$ cat config.mk
export PLATFORM = sky130hd
export DESIGN_NAME = bitmap_slot_allocator_top_flat
export DESIGN_NICKNAME = d
export VERILOG_FILES = /design/src/design/bsa_pkg.sv /design/src/design/bsa_req_if.sv /design/src/design/bsa_rsp_if.sv /design/src/design/bitmap_slot_allocator_top.sv /design/src/flat_wrapper.sv
export SDC_FILE = /design/constraint.sdc
export NUM_CORES = 1
export LEC_CHECK = 0
export BUFFER_PORTS_ARGS = -buffer_cell sky130_fd_sc_hd__buf_2
export CAP_MARGIN = 10
export CORE_AREA = 2 2 117 119
export CTS_BUF_LIST = sky130_fd_sc_hd__clkbuf_2
export CTS_CLUSTER_SIZE = 20
export DETAILED_ROUTE_END_ITERATION = 10
export DIE_AREA = 0 0 119 121
export GPL_TIMING_DRIVEN = 0
export PLACE_DENSITY = 0.73
export SYNTH_ARGS = -nofsm -noshare
export SYNTH_HDL_FRONTEND = slang
export SYNTH_SLANG_ARGS = --single-unit
$ cat constraint.sdc
create_clock -name clock -period 3.9 [get_ports clock]
set_input_delay 0.585 -clock clock [delete_from_list [all_inputs] [get_ports clock]]
set_output_delay 0.585 -clock clock [all_outputs]
set_load 0.02 [all_outputs]
$ cat src/design/bsa_pkg.sv
package bsa_pkg;

   localparam int SLOTS_DEF  = 64;
   localparam int CHUNK      = 8;   // bitmap bits per memory word
   localparam int CHUNK_BITS = 3;
   localparam int ACTION_W   = 3;
   localparam int SLOT_W     = 6;
   localparam int STATUS_W   = 2;

   localparam logic [ACTION_W-1:0] ACT_ALLOC = 3'd0;
   localparam logic [ACTION_W-1:0] ACT_FREE  = 3'd1;
   localparam logic [ACTION_W-1:0] ACT_CLEAR = 3'd2;
   localparam logic [ACTION_W-1:0] ACT_NEXT  = 3'd3;
   localparam logic [ACTION_W-1:0] ACT_PREV  = 3'd4;

   localparam logic [STATUS_W-1:0] STAT_DONE = 2'd0;
   localparam logic [STATUS_W-1:0] STAT_NONE = 2'd1;
   localparam logic [STATUS_W-1:0] STAT_BAD  = 2'd2;

   typedef enum logic [2:0] {
      S_SWEEP,
      S_IDLE,
      S_RD,
      S_FREE_CK,
      S_SCAN_CK,
      S_RESP
   } state_type;

endpackage

$ cat src/design/bsa_req_if.sv
interface bsa_req_if;
   logic                          valid;
   logic                          ready;
   logic [bsa_pkg::ACTION_W-1:0]  action;
   logic [bsa_pkg::SLOT_W-1:0]    slot;

   modport source (output valid, action, slot, input ready);
   modport sink   (input valid, action, slot, output ready);
endinterface

$ cat src/design/bsa_rsp_if.sv
interface bsa_rsp_if;
   logic                          valid;
   logic                          ready;
   logic [bsa_pkg::SLOT_W-1:0]    result_slot;
   logic [bsa_pkg::STATUS_W-1:0]  status;
   logic [bsa_pkg::SLOT_W-1:0]    lowest_taken;
   logic [bsa_pkg::SLOT_W-1:0]    highest_taken;
   logic                          is_empty;

   modport source (output valid, result_slot, status, lowest_taken, highest_taken, is_empty,
                   input ready);
   modport sink   (input valid, result_slot, status, lowest_taken, highest_taken, is_empty,
                   output ready);
endinterface

$ cat src/design/bitmap_slot_allocator_top.sv
// One operation at a time. With W = ceil(SLOTS/8) bitmap words, allocate/next/prev scan the
// bitmap one memory word per cycle, free reads one word and may rescan to move a mark, clear
// sweeps the words one per cycle, and a full map, a bad slot, a search off either end or an
// unused action go straight to the result beat. Throughput: one request per result beat
// taken, paced by the word scan. Synchronous reset; afterwards all W words of the bitmap
// memory are swept to zero, with req_ch.ready low.
module bitmap_slot_allocator_top #(
   parameter int SLOTS = bsa_pkg::SLOTS_DEF
) (
   input  logic      clock,
   input  logic      reset,
   bsa_req_if.sink   req_ch,
   bsa_rsp_if.source rsp_ch
);

   localparam int CB = bsa_pkg::CHUNK_BITS;
   localparam int CK = bsa_pkg::CHUNK;
   localparam int W  = (SLOTS + bsa_pkg::CHUNK - 1) / bsa_pkg::CHUNK;
   localparam int AW = (W > 1) ? $clog2(W) : 1;
   localparam int PW = AW + CB;               // word address plus bit offset
   localparam int IW = $clog2(SLOTS);
   localparam int CW = $clog2(SLOTS + 1);
   localparam logic [AW-1:0] LAST = AW'(W - 1);

   // bitmap store, eight slots a word
   logic [CK-1:0] mem [W];
   logic [CK-1:0] rd_ff;
   logic          we;
   logic [AW-1:0] waddr;
   logic [CK-1:0] wdata;

   bsa_pkg::state_type state_ff, state_in;

   logic [AW-1:0]                  cur_ff, cur_in;     // word under the scan
   logic [CB-1:0]                  sbit_ff, sbit_in;   // start bit in the first word
   logic                           first_ff, first_in;
   logic                           up_ff, up_in;       // scan direction
   logic                           free_ff, free_in;   // hunt for a clear bit (allocate)
   logic                           rescan_ff, rescan_in; // mark rebuild after a free
   logic                           pend_ff, pend_in;   // sweep owes a clear response
   logic [bsa_pkg::ACTION_W-1:0]   act_ff, act_in;
   logic [AW-1:0]                  sweep_ff, sweep_in;
   logic [CW-1:0]                  count_ff, count_in; // taken slots
   logic [IW-1:0]                  low_ff, low_in;
   logic [IW-1:0]                  high_ff, high_in;
   logic [bsa_pkg::SLOT_W-1:0]     res_ff, res_in;
   logic [bsa_pkg::STATUS_W-1:0]   stat_ff, stat_in;

   // request decode
   logic          slot_ok;
   logic [PW-1:0] sl;
   logic [PW:0]   nxt;
   logic [PW-1:0] prv;

   // word scan
   logic [CK-1:0] look, cand, smask;
   logic          hit, last;
   logic [CB-1:0] hbit;
   logic [PW-1:0] hpos, spos, spos_up, spos_dn;

   assign slot_ok = 32'(req_ch.slot) < 32'(SLOTS);
   assign sl      = PW'(req_ch.slot);
   assign nxt     = {1'b0, sl} + 1'b1;
   assign prv     = sl - 1'b1;

   assign spos    = {cur_ff, sbit_ff};
   assign spos_up = spos + 1'b1;
   assign spos_dn = spos - 1'b1;
   assign smask   = CK'(1) << sbit_ff;

   always_comb begin
      look = free_ff ? ~rd_ff : rd_ff;
      for (int b = 0; b < CK; b++) begin
         // bits past the last slot never count; first word is cut at the start bit
         cand[b] = look[b] && ({1'b0, cur_ff, CB'(b)} < (PW + 1)'(SLOTS));
         if (first_ff) begin
            if (up_ff) begin
               cand[b] = cand[b] && (CB'(b) >= sbit_ff);
            end else begin
               cand[b] = cand[b] && (CB'(b) <= sbit_ff);
            end
         end
      end
   end

   always_comb begin
      hbit = '0;
      if (up_ff) begin
         for (int b = CK - 1; b >= 0; b--) begin
            if (cand[b]) begin
               hbit = CB'(b);
            end
         end
      end else begin
         for (int b = 0; b < CK; b++) begin
            if (cand[b]) begin
               hbit = CB'(b);
            end
         end
      end
   end

   assign hit  = |cand;
   assign hpos = {cur_ff, hbit};
   assign last = up_ff ? (cur_ff == LAST) : (cur_ff == '0);

   // next state
   always_comb begin
      state_in = state_ff;
      unique case (state_ff)
         bsa_pkg::S_SWEEP: begin
            if (sweep_ff == LAST) begin
               state_in = pend_ff ? bsa_pkg::S_RESP : bsa_pkg::S_IDLE;
            end
         end
         bsa_pkg::S_IDLE: begin
            if (req_ch.valid) begin
               unique case (req_ch.action)
                  bsa_pkg::ACT_ALLOC: begin
                     state_in = (count_ff == CW'(SLOTS)) ? bsa_pkg::S_RESP : bsa_pkg::S_RD;
                  end
                  bsa_pkg::ACT_FREE: begin
                     state_in = slot_ok ? bsa_pkg::S_RD : bsa_pkg::S_RESP;
                  end
                  bsa_pkg::ACT_CLEAR: begin
                     state_in = bsa_pkg::S_SWEEP;
                  end
                  bsa_pkg::ACT_NEXT: begin
                     state_in = (slot_ok && nxt < (PW + 1)'(SLOTS)) ?
                                bsa_pkg::S_RD : bsa_pkg::S_RESP;
                  end
                  bsa_pkg::ACT_PREV: begin
                     state_in = (slot_ok && sl != '0) ? bsa_pkg::S_RD : bsa_pkg::S_RESP;
                  end
                  default: begin
                     state_in = bsa_pkg::S_RESP;
                  end
               endcase
            end
         end
         bsa_pkg::S_RD: begin
            state_in = (act_ff == bsa_pkg::ACT_FREE && !rescan_ff) ?
                       bsa_pkg::S_FREE_CK : bsa_pkg::S_SCAN_CK;
         end
         bsa_pkg::S_FREE_CK: begin
            if (rd_ff[sbit_ff] && count_ff != CW'(1) &&
                (spos == PW'(low_ff) || spos == PW'(high_ff))) begin
               state_in = bsa_pkg::S_RD;
            end else begin
               state_in = bsa_pkg::S_RESP;
            end
         end
         bsa_pkg::S_SCAN_CK: begin
            if (hit || last) begin
               state_in = bsa_pkg::S_RESP;
            end
         end
         bsa_pkg::S_RESP: begin
            if (rsp_ch.ready) begin
               state_in = bsa_pkg::S_IDLE;
            end
         end
         default: begin
            state_in = bsa_pkg::S_IDLE;
         end
      endcase
   end

   // datapath and outputs
   always_comb begin
      cur_in    = cur_ff;
      sbit_in   = sbit_ff;
      first_in  = first_ff;
      up_in     = up_ff;
      free_in   = free_ff;
      rescan_in = rescan_ff;
      pend_in   = pend_ff;
      act_in    = act_ff;
      sweep_in  = sweep_ff;
      count_in  = count_ff;
      low_in    = low_ff;
      high_in   = high_ff;
      res_in    = res_ff;
      stat_in   = stat_ff;
      we        = 1'b0;
      waddr     = cur_ff;
      wdata     = rd_ff;
      unique case (state_ff)
         bsa_pkg::S_SWEEP: begin
            we    = 1'b1;
            waddr = sweep_ff;
            wdata = '0;
            if (sweep_ff == LAST) begin
               sweep_in = '0;
               pend_in  = 1'b0;
            end else begin
               sweep_in = sweep_ff + 1'b1;
            end
         end
         bsa_pkg::S_IDLE: begin
            if (req_ch.valid) begin
               act_in    = req_ch.action;
               rescan_in = 1'b0;
               res_in    = '0;
               stat_in   = bsa_pkg::STAT_DONE;
               first_in  = 1'b1;
               free_in   = 1'b0;
               up_in     = 1'b1;
               cur_in    = sl[PW-1:CB];
               sbit_in   = sl[CB-1:0];
               unique case (req_ch.action)
                  bsa_pkg::ACT_ALLOC: begin
                     if (count_ff == CW'(SLOTS)) begin
                        stat_in = bsa_pkg::STAT_NONE;
                     end else begin
                        cur_in  = '0;
                        sbit_in = '0;
                        free_in = 1'b1;
                     end
                  end
                  bsa_pkg::ACT_FREE: begin
                     if (!slot_ok) begin
                        stat_in = bsa_pkg::STAT_BAD;
                     end
                  end
                  bsa_pkg::ACT_CLEAR: begin
                     pend_in  = 1'b1;
                     sweep_in = '0;
                     count_in = '0;
                     low_in   = '0;
                     high_in  = '0;
                  end
                  bsa_pkg::ACT_NEXT: begin
                     if (!slot_ok) begin
                        stat_in = bsa_pkg::STAT_BAD;
                     end else if (nxt >= (PW + 1)'(SLOTS)) begin
                        stat_in = bsa_pkg::STAT_NONE;
                     end else begin
                        cur_in  = nxt[PW-1:CB];
                        sbit_in = nxt[CB-1:0];
                     end
                  end
                  bsa_pkg::ACT_PREV: begin
                     if (!slot_ok) begin
                        stat_in = bsa_pkg::STAT_BAD;
                     end else if (sl == '0) begin
                        stat_in = bsa_pkg::STAT_NONE;
                     end else begin
                        cur_in  = prv[PW-1:CB];
                        sbit_in = prv[CB-1:0];
                        up_in   = 1'b0;
                     end
                  end
                  default: begin
                     stat_in = bsa_pkg::STAT_BAD;
                  end
               endcase
            end
         end
         bsa_pkg::S_RD: begin
            // read of cur_ff is under way
         end
         bsa_pkg::S_FREE_CK: begin
            if (!rd_ff[sbit_ff]) begin
               stat_in = bsa_pkg::STAT_BAD;
            end else begin
               we       = 1'b1;
               wdata    = rd_ff & ~smask;
               count_in = count_ff - 1'b1;
               if (count_ff == CW'(1)) begin
                  low_in  = '0;
                  high_in = '0;
               end else if (spos == PW'(low_ff)) begin
                  // lowest went away: find the next taken slot above
                  rescan_in = 1'b1;
                  first_in  = 1'b1;
                  up_in     = 1'b1;
                  cur_in    = spos_up[PW-1:CB];
                  sbit_in   = spos_up[CB-1:0];
               end else if (spos == PW'(high_ff)) begin
                  rescan_in = 1'b1;
                  first_in  = 1'b1;
                  up_in     = 1'b0;
                  cur_in    = spos_dn[PW-1:CB];
                  sbit_in   = spos_dn[CB-1:0];
               end
            end
         end
         bsa_pkg::S_SCAN_CK: begin
            if (hit) begin
               if (rescan_ff) begin
                  if (up_ff) begin
                     low_in = IW'(hpos);
                  end else begin
                     high_in = IW'(hpos);
                  end
               end else if (free_ff) begin
                  we       = 1'b1;
                  wdata    = rd_ff | (CK'(1) << hbit);
                  count_in = count_ff + 1'b1;
                  res_in   = bsa_pkg::SLOT_W'(hpos);
                  if (count_ff == '0) begin
                     low_in  = IW'(hpos);
                     high_in = IW'(hpos);
                  end else begin
                     if (hpos < PW'(low_ff)) begin
                        low_in = IW'(hpos);
                     end
                     if (hpos > PW'(high_ff)) begin
                        high_in = IW'(hpos);
                     end
                  end
               end else begin
                  res_in = bsa_pkg::SLOT_W'(hpos);
               end
            end else if (last) begin
               stat_in = bsa_pkg::STAT_NONE;
            end else begin
               cur_in   = up_ff ? cur_ff + 1'b1 : cur_ff - 1'b1;
               first_in = 1'b0;
            end
         end
         bsa_pkg::S_RESP: begin
            // result beat held until taken
         end
         default: begin
            we = 1'b0;
         end
      endcase
   end

   assign req_ch.ready         = (state_ff == bsa_pkg::S_IDLE);
   assign rsp_ch.valid         = (state_ff == bsa_pkg::S_RESP);
   assign rsp_ch.result_slot   = res_ff;
   assign rsp_ch.status        = stat_ff;
   assign rsp_ch.lowest_taken  = bsa_pkg::SLOT_W'(low_ff);
   assign rsp_ch.highest_taken = bsa_pkg::SLOT_W'(high_ff);
   assign rsp_ch.is_empty      = (count_ff == '0);

   always_ff @(posedge clock) begin
      if (we) begin
         mem[waddr] <= wdata;
      end
   end

   // read-before-write: a read in the same cycle as a write to that word returns the old contents
   always_ff @(posedge clock) begin
      rd_ff <= mem[cur_in];
   end

   always_ff @(posedge clock) begin
      if (reset) begin
         state_ff <= bsa_pkg::S_SWEEP;
         sweep_ff <= '0;
         pend_ff  <= 1'b0;
         count_ff <= '0;
         low_ff   <= '0;
         high_ff  <= '0;
      end else begin
         state_ff <= state_in;
         sweep_ff <= sweep_in;
         pend_ff  <= pend_in;
         count_ff <= count_in;
         low_ff   <= low_in;
         high_ff  <= high_in;
      end
   end

   always_ff @(posedge clock) begin
      cur_ff    <= cur_in;
      sbit_ff   <= sbit_in;
      first_ff  <= first_in;
      up_ff     <= up_in;
      free_ff   <= free_in;
      rescan_ff <= rescan_in;
      act_ff    <= act_in;
      res_ff    <= res_in;
      stat_ff   <= stat_in;
   end

endmodule
$ cat src/flat_wrapper.sv
// flat-port wrapper written by rule: the top's interface ports become plain ports
module bitmap_slot_allocator_top_flat 
#(
   parameter int SLOTS = bsa_pkg::SLOTS_DEF
)
  (clock, reset, req_ch_valid, req_ch_action, req_ch_slot, req_ch_ready, rsp_ch_valid, rsp_ch_result_slot, rsp_ch_status, rsp_ch_lowest_taken, rsp_ch_highest_taken, rsp_ch_is_empty, rsp_ch_ready);
  bsa_req_if req_ch_i ();
  bsa_rsp_if rsp_ch_i ();
  input  logic clock;
  input  logic reset;
  input wire logic [$bits(req_ch_i.valid)-1:0] req_ch_valid;
  input wire logic [$bits(req_ch_i.action)-1:0] req_ch_action;
  input wire logic [$bits(req_ch_i.slot)-1:0] req_ch_slot;
  output wire logic [$bits(req_ch_i.ready)-1:0] req_ch_ready;
  output wire logic [$bits(rsp_ch_i.valid)-1:0] rsp_ch_valid;
  output wire logic [$bits(rsp_ch_i.result_slot)-1:0] rsp_ch_result_slot;
  output wire logic [$bits(rsp_ch_i.status)-1:0] rsp_ch_status;
  output wire logic [$bits(rsp_ch_i.lowest_taken)-1:0] rsp_ch_lowest_taken;
  output wire logic [$bits(rsp_ch_i.highest_taken)-1:0] rsp_ch_highest_taken;
  output wire logic [$bits(rsp_ch_i.is_empty)-1:0] rsp_ch_is_empty;
  input wire logic [$bits(rsp_ch_i.ready)-1:0] rsp_ch_ready;
  assign req_ch_i.valid = req_ch_valid;
  assign req_ch_i.action = req_ch_action;
  assign req_ch_i.slot = req_ch_slot;
  assign req_ch_ready = req_ch_i.ready;
  assign rsp_ch_valid = rsp_ch_i.valid;
  assign rsp_ch_result_slot = rsp_ch_i.result_slot;
  assign rsp_ch_status = rsp_ch_i.status;
  assign rsp_ch_lowest_taken = rsp_ch_i.lowest_taken;
  assign rsp_ch_highest_taken = rsp_ch_i.highest_taken;
  assign rsp_ch_is_empty = rsp_ch_i.is_empty;
  assign rsp_ch_i.ready = rsp_ch_ready;
  bitmap_slot_allocator_top #(.SLOTS(SLOTS)) u_core (.clock(clock), .reset(reset), .req_ch(req_ch_i), .rsp_ch(rsp_ch_i));
endmodule
==> results.yml <==
sta:
  whs_ns: 0.0984
  skew_ns: 0.0373
  grt_setup_unrepaired: "yes"
  min_period_over_period_pct: 103
  final-setup-viol-count: 6
  slew_headroom_pct: 47.2
  fin_crit_ns: 4.02
  slew_viol_final: 0
  hold_violations: 0
  fmax_ghz: 0.249
  worstMarginPinSlew_ns: 0.790
  setup_ws_ns: -0.117
  setup_tns_ns: -0.623
cts:
  cts_inserted_buffers: 17
  cts_tree: "done"
  path_clk_slew_ns: 0.16
  cts_root_buffer: "clkbuf_2"
  htree_num_levels: 4
  clkLatencyLatePin_ns: 0.71
  hold_buffers: 0
  cts.sinks: 119
  cts_buffer_depth: 2
synth:
  yosysTopAreaCell: "edfxtp_1"
  ys.flop_type: "edfxtp_1"
  syn_area_um2: 7410
  synth.most_common_cell: "edfxtp_1"
  ys_ff_latch: 119
  syn-num-nets: 807
  async_flop_share_pct: 0
  syn_inst: 767
  netlist_top_cells_count: "82 x edfxtp_1, 67 x nor2_1, 51 x a21oi_1, 47 x inv_1, 46 x nand2_1"
  synth_top_area_share_pct: 33.2
  synthDistinctLibCells: 89
  ys_warn_count: 0
  synth_area_leaders: "edfxtp_1 33%, dfxtp_1 10%, ha_1 4.4%"
  syn_avg_cell_area_um2: 9.66
  synth_enable_flop_cells: 82
  ys_seq_area_share_pct: 43.2
worst_setup_path:
  cp.required_ns: 4.46
  r2r_cells: 21
  cp-start-kind: "register"
  worst-setup-path-type: "reg -> reg"
  cp-end-kind: "register"
  r2r_start: "u_core.sbit_ff[0]"
  cp.arrival_ns: 4.58
  crit_start: "u_core.sbit_ff[0]"
  worstPathMaxFanout: 5
  r2r-end: "u_core.rsp_ch.highest_taken[5]"
  ff2ff_setup_slack_ns: -0.12
route:
  routed_wl_um: 21700
  first_pass_iters: 5
  drt_iter0_markers: 717
  wire_per_inst_um: 21.0
  viasPerCell: 6.48
  antenna_left: 0
  vias: 6681
  route.detailed.drc: 0
floorplan:
  core_region_area_um2: 13100
  initial_core_util_pct: 56.6
  dieArea_um2: 14400
  dieWidth_um: 119
  rows: 42
  io_pins: 36
  die_y_um: 121
flow_run:
  maxCapViolations: 0
outcome:
  status: "complete, but fails checks"
  failed_checks: "setup timing"
layout:
  fin_util_pct: 64.2
  syn2layout_area_growth_pct: 13.3
  nNetsFinal: 882
  n_antenna_cell: 0
  layout-drive-gt1-share_pct: 20.9
pwr:
  power_per_cell_area_nw_per_um2: 688
  p_total_w: 0.00578
  worst_ir_drop_vdd_mv: 0.428
  p_leak_nw: 3.09
grt:
  antenna_found_initial: 0
  overflow: 0
  grtUsageTotal_pct: 30.7
  grt_max_degree: 17
  grt_pass1_wl_um: 33700
  grt_pass1_vias: 6275
worst_hold_path:
  min_path_cells: 1
  min_from: "req_ch_action[2]"
  hold_class: "in -> reg"
  whs_endpoint: "u_core.act_ff[2]"
place:
  dp_hpwl_um: 15700
  port-buffer-count: 32
  gp_congestion: 0.980
  pre_cts_slack_ns: -0.781
-- metal layers --
layer,GRT usage [%],wire length [µm],share of wire [%],vias up
met5,0,0,0,-
met4,9.90,570,2.6,0
met3,6.63,1920,8.9,56
met2,47.9,9760,45,354
met1,42.6,9430,43,3231
li1,-,-,-,3040
-- through the flow --
step | cells | instance area, µm²
after floorplan | 767 | 7410
after global placement | 975 | 7790
after detailed placement | 975 | 7790
after CTS | 1024 | 8280
after global routing | 1031 | 8390
final | 1031 | 8390
-- how the worst max path moves through the flow --
stage | to | slack (ns) | cells after the start
6_report | u_core.rsp_ch.highest_taken[5] | -0.12 | 21
3_3_place_gp | u_core.rsp_ch.highest_taken[4] | -0.71 | 19
3_5_place_dp | u_core.rsp_ch.highest_taken[4] | -0.78 | 19
2_1_floorplan | u_core.rsp_ch.highest_taken[5] | 0.07 | 19
5_1_grt | u_core.rsp_ch.highest_taken[2] | -0.30 | 22
4_1_cts | u_core.mem[1][0] | 0.003 | 14
-- layout by cell type, fill, tap and decap left out, types with 8 or more instances in the layout --
master,n
o21ai_0,28
ha_1,22
dfxtp_1,35
inv_1,43
nor3_1,19
o22ai_1,9
o2111a_1,8
xor2_1,9
edfxtp_1,82
nand2_1,46
nor2_2,8
a211o_1,17
mux2i_1,10
a21o_1,9
a21boi_0,19
a31oi_1,11
nor2_1,59
or3_1,10
a21oi_1,50
o211ai_1,19
xnor2_1,9
buf_4,26
clkbuf_2,22
nand3_1,33
buf_2,40
clkbuf_1,25
-- logic make-up (layout without fill, tap and decap cells) --
family                   after synthesis  count (layout)  share of synthesized area [%]
flip-flops                           119             119                           43.2
AND/OR/NAND/NOR                      230             230                           15.5
AO/OA/AOI/OAI                        255             255                           24.9
adder cells (fa/ha/maj)               27              27                           4.66
XOR/XNOR                              19              19                           2.35
buffers and inverters                 95             183                           5.50
multiplexers                          22              22                           3.88
-- critical path, cell delays in order, from the launching register on --
cell        delay (ns)
edfxtp_1          0.51
buf_6             0.18
buf_12            0.12
clkinvlp_4        0.11
ha_4              0.17
and3b_1           0.20
o21bai_2          0.22
a221oi_2          0.11
buf_4             0.15
o22a_2            0.26
o21ai_4           0.21
inv_2             0.09
ha_1              0.30
o21ai_1           0.08
nand2b_1          0.09
a221oi_2          0.25
a41oi_1           0.08
o31ai_1           0.27
a21oi_2           0.11
buf_4             0.19
mux2i_1           0.14
nor2_1            0.06
-- flip-flops by register name, summed over array words and instances, names as in the netlist, 2 cells and up --
signal / cells
u_core.mem: 64
u_core.rsp_ch.lowest_taken: 6
u_core.sbit_ff: 3
u_core.count_ff: 7
u_core.state_ff: 3
u_core.rsp_ch.result_slot: 6
u_core.act_ff: 3
u_core.rsp_ch.highest_taken: 6
u_core.rsp_ch.status: 2
u_core.cur_ff: 3
u_core.rd_ff: 8
u_core.sweep_ff: 3
-- layout make-up --
| type | count | area (µm²) |
|---|---|---|
| Buffer | 44 | 234 |
| Clock buffer | 21 | 105 |
| Clock inverter | 11 | 133 |
| Fill cell | 1066 | 4690 |
| Inverter | 50 | 195 |
| Multi-Input combinational cell | 553 | 3950 |
| Sequential cell | 119 | 3210 |
| Tap cell | 176 | 220 |
| Timing Repair Buffer | 57 | 348 |
-- power breakdown --
group	internal (W)	total [W]	switching [W]
Clock	0.000361	0.000834	0.000473
Sequential	0.00178	0.00201	0.000223
Combinational	0.00112	0.00293	0.00182
-- what timing repair did --
item / CTS / global route
resized for setup: 32 / 22
setup buffers: 18 / 7
pin swaps: 17 / 9
endpoints found under the setup margin: 107 / 95
Note: power is estimated with default switching activity, not from simulation.
